--- src/rtl/core/fpfa_pkg.sv ---
`timescale 1ns / 1ps
`default_nettype none
// ----------------------------------------------------------------------------
// fpfa_pkg
// Shared types and codes of the fixed-partition fit allocator: item and
// result payloads, operation and fit-mode codes, register map and the
// controller-to-datapath command group.
// ----------------------------------------------------------------------------
package fpfa_pkg;

    // operation codes of an input item (code 3 is a no-op)
    localparam logic [1:0] OP_LOAD    = 2'd0;
    localparam logic [1:0] OP_REQUEST = 2'd1;
    localparam logic [1:0] OP_CLEAR   = 2'd2;

    // fit modes (code 3 behaves as first fit)
    localparam logic [1:0] MODE_FIRST = 2'd0;
    localparam logic [1:0] MODE_BEST  = 2'd1;
    localparam logic [1:0] MODE_WORST = 2'd2;

    // register map, selected by paddr[2]
    localparam int         REG_ADDR_W   = 3;
    localparam logic       REG_FIT_MODE = 1'b0;
    localparam logic       REG_BLOCKS   = 1'b1;
    localparam logic [1:0] FIT_MODE_RST = MODE_FIRST;
    localparam logic [4:0] BLOCKS_RST   = 5'd16;

    // wastage total
    localparam int          WASTE_W   = 22;
    localparam logic [21:0] WASTE_MAX = 22'h3FFFFF;

    typedef struct packed {
        logic [1:0]  op;
        logic [3:0]  block_index;
        logic [15:0] item_size;
    } t_item;

    typedef struct packed {
        logic        granted;
        logic [3:0]  chosen_block;
        logic [15:0] leftover;
        logic [21:0] total_waste;
        logic        any_refused;
    } t_result;

    // commands from the controller to the datapath
    typedef struct packed {
        logic latch;   // capture the accepted item
        logic exec;    // carry out a load, clear or no-op and emit the result
        logic rd;      // read one block for the scan
        logic commit;  // close a request and emit the result
    } t_dp_cmd;

endpackage : fpfa_pkg
`default_nettype wire

--- src/rtl/core/fixed_partition_fit_allocator_core.sv ---
`timescale 1ns / 1ps
`default_nettype none
// ----------------------------------------------------------------------------
// fixed_partition_fit_allocator_core
// Fixed-partition allocator: first, best or worst fit over a table of block
// sizes, with a saturating wastage total and a sticky refused flag.
// ----------------------------------------------------------------------------
// An item is taken when start is high and busy is low. Load, clear and no-op
// items pass through the execute state and then the result register; a request
// scans min(blocks_in_use, NUM_BLOCKS) blocks, the block memory being read one
// block per cycle during the scan, then commits to the result register. The
// result appears on o_result for exactly one cycle with o_done high and
// cannot be held off, so it must be captured then. A new item may be started
// in the cycle the previous result is shown.
// ----------------------------------------------------------------------------
module fixed_partition_fit_allocator_core #(
    parameter int NUM_BLOCKS = 16,
    parameter int SIZE_BITS  = 16
) (
    input  wire                                  i_clk,
    input  wire                                  i_rst_n,
    // item channel
    input  wire                                  start,
    output logic                                 busy,
    input  fpfa_pkg::t_item                      i_item,
    // result channel
    output logic                                 o_done,
    output fpfa_pkg::t_result                    o_result,
    // register port
    input  wire                                  psel,
    input  wire                                  penable,
    input  wire                                  pwrite,
    input  wire [fpfa_pkg::REG_ADDR_W-1:0]       paddr,
    input  wire [31:0]                           pwdata,
    output logic [31:0]                          prdata,
    output logic                                 pready
);
    import fpfa_pkg::*;

    localparam int IW = $clog2(NUM_BLOCKS);

    logic [1:0]    r_fit_mode;
    logic [4:0]    r_blocks;
    logic          cfg_wr;
    t_dp_cmd       dp_cmd;
    logic [IW-1:0] rd_addr;

    // configuration registers
    assign pready = 1'b1;
    assign cfg_wr = psel && penable && pwrite && pready;

    always_ff @(posedge i_clk) begin
        if (!i_rst_n) begin
            r_fit_mode <= FIT_MODE_RST;
            r_blocks   <= BLOCKS_RST;
        end else if (cfg_wr) begin
            case (paddr[2])
                REG_FIT_MODE: r_fit_mode <= pwdata[1:0];
                REG_BLOCKS:   r_blocks   <= pwdata[4:0];
                default:      r_fit_mode <= r_fit_mode;
            endcase
        end
    end

    always_comb begin
        case (paddr[2])
            REG_FIT_MODE: prdata = {30'b0, r_fit_mode};
            REG_BLOCKS:   prdata = {27'b0, r_blocks};
            default:      prdata = '0;
        endcase
    end

    // sequencer
    fpfa_ctrl #(
        .NUM_BLOCKS (NUM_BLOCKS)
    ) u_ctrl (
        .i_clk           (i_clk),
        .i_rst_n         (i_rst_n),
        .start           (start),
        .i_op            (i_item.op),
        .i_blocks_in_use (r_blocks),
        .busy            (busy),
        .o_cmd           (dp_cmd),
        .o_rd_addr       (rd_addr)
    );

    // block table and accumulators
    fpfa_datapath #(
        .NUM_BLOCKS (NUM_BLOCKS),
        .SIZE_BITS  (SIZE_BITS)
    ) u_datapath (
        .i_clk      (i_clk),
        .i_rst_n    (i_rst_n),
        .i_cmd      (dp_cmd),
        .i_rd_addr  (rd_addr),
        .i_item     (i_item),
        .i_fit_mode (r_fit_mode),
        .o_done     (o_done),
        .o_result   (o_result)
    );

    // checks
    a_accept_busy: assert property (@(posedge i_clk) disable iff (!i_rst_n)
        (start && !busy) |=> busy)
        else $error("accepted item did not raise busy");

    a_done_idle: assert property (@(posedge i_clk) disable iff (!i_rst_n)
        o_done |-> !busy)
        else $error("result shown while an item is still at work");

    a_done_single: assert property (@(posedge i_clk) disable iff (!i_rst_n)
        o_done |=> !o_done)
        else $error("two results in consecutive cycles");

    a_refused_clean: assert property (@(posedge i_clk) disable iff (!i_rst_n)
        (o_done && !o_result.granted) |->
        (o_result.chosen_block == 4'd0 && o_result.leftover == 16'd0))
        else $error("non-grant result carries a block or leftover");

endmodule : fixed_partition_fit_allocator_core
`default_nettype wire

--- src/rtl/core/fpfa_datapath.sv ---
`timescale 1ns / 1ps
`default_nettype none
// ----------------------------------------------------------------------------
// fpfa_datapath
// Block size memory with valid bits, fit comparator with best pick so far,
// saturating wastage accumulator, refused flag and result register.
// ----------------------------------------------------------------------------
module fpfa_datapath #(
    parameter int NUM_BLOCKS = 16,
    parameter int SIZE_BITS  = 16
) (
    input  wire                            i_clk,
    input  wire                            i_rst_n,
    input  fpfa_pkg::t_dp_cmd              i_cmd,
    input  wire [$clog2(NUM_BLOCKS)-1:0]   i_rd_addr,
    input  fpfa_pkg::t_item                i_item,
    input  wire [1:0]                      i_fit_mode,
    output logic                           o_done,
    output fpfa_pkg::t_result              o_result
);
    import fpfa_pkg::*;

    localparam int IW = $clog2(NUM_BLOCKS);
    localparam int SB = SIZE_BITS;
    localparam int AW = ((SB > WASTE_W) ? SB : WASTE_W) + 1;

    // latched item
    logic [1:0]    r_op;
    logic [3:0]    r_idx;
    logic [SB-1:0] r_need;

    // block store
    logic [SB-1:0]         mem [NUM_BLOCKS];
    logic [NUM_BLOCKS-1:0] r_valid;
    logic [SB-1:0]         r_rd_data;
    logic                  r_rd_vld;
    logic [IW-1:0]         r_rd_idx;
    logic                  r_cmp_en;

    // pick so far
    logic          r_found;
    logic [IW-1:0] r_pick_idx;
    logic [SB-1:0] r_pick_size;

    // running state and result
    logic [WASTE_W-1:0] r_sum;
    logic               r_flag;
    logic               r_done;
    t_result            r_result;

    logic [SB+15:0]      size_ext;
    logic [IW+3:0]       load_ext;
    logic                load_in_range;
    logic                wr_en;
    logic [IW-1:0]       wr_addr;
    logic [SB-1:0]       wr_data;
    logic [SB-1:0]       cmp_size;
    logic                take;
    logic [SB-1:0]       left;
    logic [AW-1:0]       sum_ext;
    logic [IW+3:0]       pick_ext;
    logic [SB+15:0]      left_ext;
    logic [WASTE_W-1:0]  n_sum;
    logic                n_flag;
    t_result             n_result;

    assign size_ext      = {{SB{1'b0}}, i_item.item_size};
    assign load_ext      = {{IW{1'b0}}, r_idx};
    assign load_in_range = load_ext < (IW+4)'(NUM_BLOCKS);

    // item capture
    always_ff @(posedge i_clk) begin
        if (i_cmd.latch) begin
            r_op   <= i_item.op;
            r_idx  <= i_item.block_index;
            r_need <= size_ext[SB-1:0];
        end
    end

    // single write port: load or clearing a granted block
    always_comb begin
        wr_en   = 1'b0;
        wr_addr = load_ext[IW-1:0];
        wr_data = r_need;
        if (i_cmd.exec && r_op == OP_LOAD && load_in_range) begin
            wr_en = 1'b1;
        end else if (i_cmd.commit && r_found) begin
            wr_en   = 1'b1;
            wr_addr = r_pick_idx;
            wr_data = '0;
        end
    end

    always_ff @(posedge i_clk) begin
        if (wr_en) begin
            mem[wr_addr] <= wr_data;
        end
        if (i_cmd.rd) begin
            r_rd_data <= mem[i_rd_addr];
        end
    end

    // valid bits: an unwritten block reads as size zero
    always_ff @(posedge i_clk) begin
        if (!i_rst_n) begin
            r_valid  <= '0;
            r_cmp_en <= 1'b0;
        end else begin
            if (wr_en) begin
                r_valid[wr_addr] <= 1'b1;
            end
            r_cmp_en <= i_cmd.rd;
        end
    end

    always_ff @(posedge i_clk) begin
        if (i_cmd.rd) begin
            r_rd_vld <= r_valid[i_rd_addr];
            r_rd_idx <= i_rd_addr;
        end
    end

    // fit compare, one block a cycle
    assign cmp_size = r_rd_vld ? r_rd_data : '0;
    always_comb begin
        take = 1'b0;
        if (cmp_size >= r_need) begin
            if (!r_found) begin
                take = 1'b1;
            end else if (i_fit_mode == MODE_BEST && cmp_size < r_pick_size) begin
                take = 1'b1;
            end else if (i_fit_mode == MODE_WORST && cmp_size > r_pick_size) begin
                take = 1'b1;
            end
        end
    end

    always_ff @(posedge i_clk) begin
        if (!i_rst_n) begin
            r_found <= 1'b0;
        end else if (i_cmd.latch) begin
            r_found <= 1'b0;
        end else if (r_cmp_en && take) begin
            r_found <= 1'b1;
        end
    end

    always_ff @(posedge i_clk) begin
        if (r_cmp_en && take) begin
            r_pick_idx  <= r_rd_idx;
            r_pick_size <= cmp_size;
        end
    end

    // wastage, flag and result
    assign left     = r_pick_size - r_need;
    assign sum_ext  = AW'(r_sum) + AW'(left);
    assign pick_ext = {4'b0, r_pick_idx};
    assign left_ext = {16'b0, left};

    always_comb begin
        n_sum    = r_sum;
        n_flag   = r_flag;
        n_result = '0;
        if (i_cmd.exec && r_op == OP_CLEAR) begin
            n_sum  = '0;
            n_flag = 1'b0;
        end
        if (i_cmd.commit) begin
            if (r_found) begin
                n_sum = (sum_ext > AW'(WASTE_MAX)) ? WASTE_MAX : sum_ext[WASTE_W-1:0];
                n_result.granted      = 1'b1;
                n_result.chosen_block = pick_ext[3:0];
                n_result.leftover     = left_ext[15:0];
            end else begin
                n_flag = 1'b1;
            end
        end
        n_result.total_waste = n_sum;
        n_result.any_refused = n_flag;
    end

    always_ff @(posedge i_clk) begin
        if (!i_rst_n) begin
            r_sum  <= '0;
            r_flag <= 1'b0;
            r_done <= 1'b0;
        end else begin
            r_done <= i_cmd.exec | i_cmd.commit;
            if (i_cmd.exec | i_cmd.commit) begin
                r_sum  <= n_sum;
                r_flag <= n_flag;
            end
        end
    end

    always_ff @(posedge i_clk) begin
        if (i_cmd.exec | i_cmd.commit) begin
            r_result <= n_result;
        end
    end

    assign o_done   = r_done;
    assign o_result = r_result;

endmodule : fpfa_datapath
`default_nettype wire

--- src/rtl/core/fpfa_ctrl.sv ---
`timescale 1ns / 1ps
`default_nettype none
// ----------------------------------------------------------------------------
// fpfa_ctrl
// Item sequencer: accepts an item, runs a load, clear or no-op in one step,
// or scans the searched blocks one address a cycle and then commits.
// ----------------------------------------------------------------------------
module fpfa_ctrl #(
    parameter int NUM_BLOCKS = 16
) (
    input  wire                            i_clk,
    input  wire                            i_rst_n,
    input  wire                            start,
    input  wire [1:0]                      i_op,
    input  wire [4:0]                      i_blocks_in_use,
    output logic                           busy,
    output fpfa_pkg::t_dp_cmd              o_cmd,
    output logic [$clog2(NUM_BLOCKS)-1:0]  o_rd_addr
);
    import fpfa_pkg::*;

    localparam int IW = $clog2(NUM_BLOCKS);
    localparam int CW = $clog2(NUM_BLOCKS + 1);
    localparam int LW = CW + 5;

    typedef enum logic [1:0] {
        S_IDLE,
        S_EXEC,
        S_SCAN,
        S_COMMIT
    } t_state;

    t_state        r_state, n_state;
    logic          r_busy, n_busy;
    logic [CW-1:0] r_cnt, n_cnt;

    logic [LW-1:0] bu_ext;
    logic [LW-1:0] limit_ext;
    logic [CW-1:0] limit;
    logic          accept;
    logic          scan_more;

    // blocks searched, saturated at the table depth
    assign bu_ext    = LW'(i_blocks_in_use);
    assign limit_ext = (bu_ext < LW'(NUM_BLOCKS)) ? bu_ext : LW'(NUM_BLOCKS);
    assign limit     = limit_ext[CW-1:0];

    assign accept    = start && !r_busy;
    assign scan_more = r_cnt < limit;

    // next state
    always_comb begin
        n_state = r_state;
        n_busy  = r_busy;
        n_cnt   = r_cnt;
        case (r_state)
            S_IDLE: begin
                if (accept) begin
                    n_busy  = 1'b1;
                    n_cnt   = '0;
                    n_state = (i_op == OP_REQUEST) ? S_SCAN : S_EXEC;
                end
            end
            S_EXEC: begin
                n_state = S_IDLE;
                n_busy  = 1'b0;
            end
            S_SCAN: begin
                if (scan_more) begin
                    n_cnt = r_cnt + 1'b1;
                end else begin
                    n_state = S_COMMIT;
                end
            end
            S_COMMIT: begin
                n_state = S_IDLE;
                n_busy  = 1'b0;
            end
            default: begin
                n_state = S_IDLE;
                n_busy  = 1'b0;
            end
        endcase
    end

    // state and registered outputs
    always_ff @(posedge i_clk) begin
        if (!i_rst_n) begin
            r_state <= S_IDLE;
            r_busy  <= 1'b0;
            r_cnt   <= '0;
        end else begin
            r_state <= n_state;
            r_busy  <= n_busy;
            r_cnt   <= n_cnt;
        end
    end

    // datapath commands
    always_comb begin
        o_cmd        = '0;
        o_cmd.latch  = accept;
        o_cmd.exec   = (r_state == S_EXEC);
        o_cmd.rd     = (r_state == S_SCAN) && scan_more;
        o_cmd.commit = (r_state == S_COMMIT);
    end

    assign o_rd_addr = r_cnt[IW-1:0];
    assign busy      = r_busy;

endmodule : fpfa_ctrl
`default_nettype wire

--- config.mk ---
export PLATFORM = sky130hd
export DESIGN_NAME = fixed_partition_fit_allocator_core
export DESIGN_NICKNAME = d
export VERILOG_FILES = /design/src/rtl/core/fpfa_pkg.sv /design/src/rtl/core/fixed_partition_fit_allocator_core.sv /design/src/rtl/core/fpfa_datapath.sv /design/src/rtl/core/fpfa_ctrl.sv
export SDC_FILE = /design/constraint.sdc
export NUM_CORES = 1
export LEC_CHECK = 0
export ABC_CLOCK_PERIOD_IN_PS = 3900
export BUFFER_PORTS_ARGS = -buffer_cell sky130_fd_sc_hd__buf_4
export CAP_MARGIN = 20
export CORE_AREA = 2 2 218 220
export DETAILED_ROUTE_END_ITERATION = 10
export DIE_AREA = 0 0 220 222
export PLACE_DENSITY = 0.59
export SYNTH_ARGS = -nofsm -noshare
export SYNTH_HDL_FRONTEND = slang
export SYNTH_SLANG_ARGS = --single-unit
--- constraint.sdc ---
create_clock -name i_clk -period 3.9 [get_ports i_clk]
set_clock_uncertainty 0.05 [all_clocks]
set_input_delay 0.975 -clock i_clk [delete_from_list [all_inputs] [get_ports i_clk]]
set_output_delay 0.975 -clock i_clk [all_outputs]
set_load 0.005 [all_outputs]
==> impl_metrics.py <==
metrics = {
    "grt": {
        "overflow": 0,
        "track_usage_pct": 17.09,
        "grt_max_degree": 73,
        "grt_pass1_wl_mm": 62.97,
        "grt_pass1_vias": 11008,
        "antenna_found_initial": 0,
    },
    "clock_network": {
        "cts_tree": "built",
        "cts_buffer_depth": 3,
        "clock_sinks": 420,
        "htreeDepth": 2,
        "clk_latency_ns": 0.59,
        "clk_pin_slew_ns": 0.06,
        "cts_buffers": 45,
        "postCtsHoldBufs": 0,
        "root_buffer": "clkbuf_16",
    },
    "synth": {
        "synth_flop_cell": "edfxtp_1",
        "yosys.area.top_type_share_pct": 59.23,
        "synthSimpleGateAreaFrac_pct": 6.635,
        "synth_top_area_cell": "edfxtp_1",
        "synthesis.area_um2": 18410,
        "syn_inst": 1172,
        "ys_async_sr_fraction_pct": 0,
        "yosys_warnings": 0,
        "synth-seq-cells": 420,
        "synth_fa_ha_area_share_pct": 5.044,
        "synth_enable_flop_cells": 363,
        "muxShareOfSynthArea_pct": 11.18,
        "synth.distinct_cells": 72,
        "yosysSeqAreaShare_pct": 65.42,
        "synthTopCellsByArea": "edfxtp_1, mux4_2, dfxtp_1",
        "synth.avg_cell_area_um2": 15.70,
        "synth-xor-area-share_pct": 1.332,
        "synth_top_family_by_area": "multiplexers",
        "synth_compound_area_share_pct": 7.192,
    },
    "worst_setup_path": {
        "endpoint_kind": "register",
        "cp-start-kind": "register",
        "r2r_cells": 22,
        "path_class": "reg -> reg",
        "critPathMaxFanout": 16,
        "worstPathRequired_ns": 4.17,
        "r2r-start": "u_datapath.r_pick_size[0]",
        "cp.arrival_ns": 4.26,
        "r2r_slack_ns": -0.09,
        "r2r_end": "u_datapath.o_result[2]",
    },
    "detailed_routing": {
        "ant_nets": 0,
        "via_per_inst": 5.206,
        "drt_pass1_iterations": 7,
        "drt-initial-drc-count": 751,
        "wire_per_inst_um": 20.09,
        "drc": 0,
        "vias": 10673,
        "wl_mm": 41.18,
    },
    "final_layout": {
        "area_growth_pct": 22.43,
        "drive_above_1_share_pct": 32.09,
        "fin_area_um2": 22530,
        "antenna_cells": 0,
        "layout.nets": 1542,
    },
    "power": {
        "powerDensity_nw_per_um2": 443.3,
        "p_leak_nw": 8.314,
        "peakVddDrop_mv": 0.3808,
    },
    "timing": {
        "period_needed_ns": 3.989,
        "worstMarginPinSlew_ns": 1.094,
        "fmax_mhz": 250.7,
        "fin_crit_sh_pct": 102.3,
        "hold_viol": 0,
        "setup_viol": 21,
        "relSlewSlack_pct": 26.81,
        "final.setup.worst_slack_ns": -0.08867,
        "rsz0062_at_grt": "yes",
        "finalMaxSlewViolations": 0,
    },
    "min_path": {
        "hold_depth": 0,
        "hold-path-endpoint": "u_datapath.r_pick_idx[2]",
        "hp-class": "reg -> reg",
        "hold_start": "u_datapath.r_rd_idx[2]",
    },
    "place": {
        "placed_area_um2": 20510,
        "gp_congestion": 0.8814,
        "place_ws_ns": -0.2825,
        "io_buffers": 84,
        "hpwlAfterDp_mm": 26.52,
    },
    "outcome": {
        "violations": "setup timing",
        "status": "complete, but fails checks",
    },
    "floorplanning": {
        "rows": 79,
        "die_h_um": 222,
        "dieArea_um2": 48840,
        "start_util_pct": 39.79,
        "die_w_um": 220,
        "io-pin-count": 142,
        "fp.coreArea_um2": 46260,
    },
    "job": {
        "max_cap_violations": 0,
    },
}
[sequential cells by signal, summed over array words and instances (netlist names), 16 cells and up]
signal / flops
u_datapath.r_sum: 22
u_datapath.r_need: 16
u_datapath.mem: 256
u_datapath.r_valid: 16
u_datapath.r_rd_data: 16
u_datapath.r_pick_size: 16
u_datapath.o_result: 44
[Yosys cell counts, types with 11 or more instances]
| library cell | count |
|---|---|
| nor2_1 | 71 |
| nand4_1 | 15 |
| ha_1 | 71 |
| mux4_2 | 85 |
| mux2i_1 | 11 |
| nand2_1 | 28 |
| clkbuf_1 | 33 |
| o21a_1 | 26 |
| inv_1 | 48 |
| a21oi_1 | 64 |
| a21o_1 | 17 |
| xnor2_1 | 16 |
| dfxtp_1 | 57 |
| o21ai_0 | 23 |
| xor2_1 | 12 |
| edfxtp_1 | 363 |
| buf_4 | 28 |
| nor2b_1 | 16 |
| and2_1 | 50 |
[worst max path at each step]
stage	start	endpoint	slack (ns)	cells past startpoint
2_1_floorplan	u_datapath.r_pick_size[1]	u_datapath.o_result[21]	-0.11	15
3_3_place_gp	u_datapath.r_need[0]	u_datapath.o_result[22]	-0.24	19
3_5_place_dp	u_datapath.r_need[0]	u_datapath.o_result[2]	-0.28	19
4_1_cts	u_datapath.r_pick_size[0]	u_datapath.o_result[22]	-0.12	21
5_1_grt	u_datapath.r_pick_size[0]	u_datapath.o_result[2]	-0.27	20
6_report	u_datapath.r_pick_size[0]	u_datapath.o_result[2]	-0.09	22
[critical path, cell delays in order (launching register included)]
cell      delay (ns)
edfxtp_1        0.38
inv_1           0.08
ha_2            0.18
inv_2           0.04
fa_2            0.34
a21o_1          0.17
a21oi_2         0.18
o21bai_2        0.12
buf_4           0.15
nand3_2         0.07
a21boi_2        0.07
o31a_1          0.33
ha_4            0.18
buf_4           0.13
nor3_1          0.18
nor2_1          0.12
o41ai_4         0.08
o41ai_4         0.16
buf_4           0.18
a21oi_4         0.14
buf_12          0.17
nor2b_4         0.16
nor2_1          0.05
[cell type report]
cell class | count | area, um^2
clock buffers | 54 | 1170
repair buffers | 235 | 1867
flip-flops and latches | 420 | 12050
well taps | 607 | 759.5
clock inverters | 30 | 367.9
multi-input cells | 655 | 6137
inverters | 49 | 183.9
fillers | 3957 | 23730
[through the flow]
step                hold WS, ns  instances  util, %  setup TNS [ns]  total power [mW]
CTS                      0.3679       2043    48.34          -1.833             10.07
finish                   0.3686       2050    48.71         -0.6646             9.988
floorplan                0.3503       1198        -         -0.1341             5.376
global route             0.3719       2050    48.71          -7.088             10.34
global placement         0.3516       1933    44.34          -6.191             5.584
detailed placement       0.3545       1933    44.34          -7.921             5.596
[power breakdown]
| group | switching (mW) | internal, mW |
|---|---|---|
| Sequential | 0.0272 | 4.93 |
| Combinational | 0.312 | 0.293 |
| Clock | 1.80 | 2.63 |
| Total | 2.14 | 7.85 |
[kinds of logic after synthesis]
family,count (synthesis)
AOI/OAI and AO/OA,195
xor gates and xnor gates,28
adders and majority gates,73
buffers and inverters,123
DFF,420
muxes,99
other,2
and+or+nand+nor,232
[what timing repair did]
item / in CTS / in global routing
endpoints found under the setup margin: 43 / 45
setup buffers: 28 / 5
cloned: 0 / 0
resized for setup: 31 / 17
pin swaps: 20 / 14
[metal layers]
metal	GRT usage [%]	up-vias	share of wire [%]
li1	-	4965	-
met1	21.22	5376	41
met2	29.69	257	51
met3	3.086	75	5.1
met4	6.170	0	2.7
met5	0	-	0
[layout by cell type (no fill, tap or decap), types with 8 or more instances in the layout]
cell       Yosys  layout
edfxtp_1     363     363
buf_4         28     224
mux4_2        85      85
ha_1          71      68
a21oi_1       64      54
nor2_1        71      54
dfxtp_1       57      54
and2_1        50      48
inv_1         48      46
clkbuf_16      0      45
conb_1         2      28
nand2_1       28      26
o21a_1        26      26
o21ai_0       23      18
a21o_1        17      17
nor2_2         0      17
xnor2_1       16      16
nand4_1       15      15
nor2b_1       16      13
xor2_1        12      12
clkinv_2       0      11
mux2i_1       11      10
a21oi_2        0       9
nor3_1         9       9
nand3_1        9       8
a31oi_1       10       8
nor3b_1        8       8
a22o_1         8       8
clkbuf_1      33       8
(Power assumes the default switching activity.)
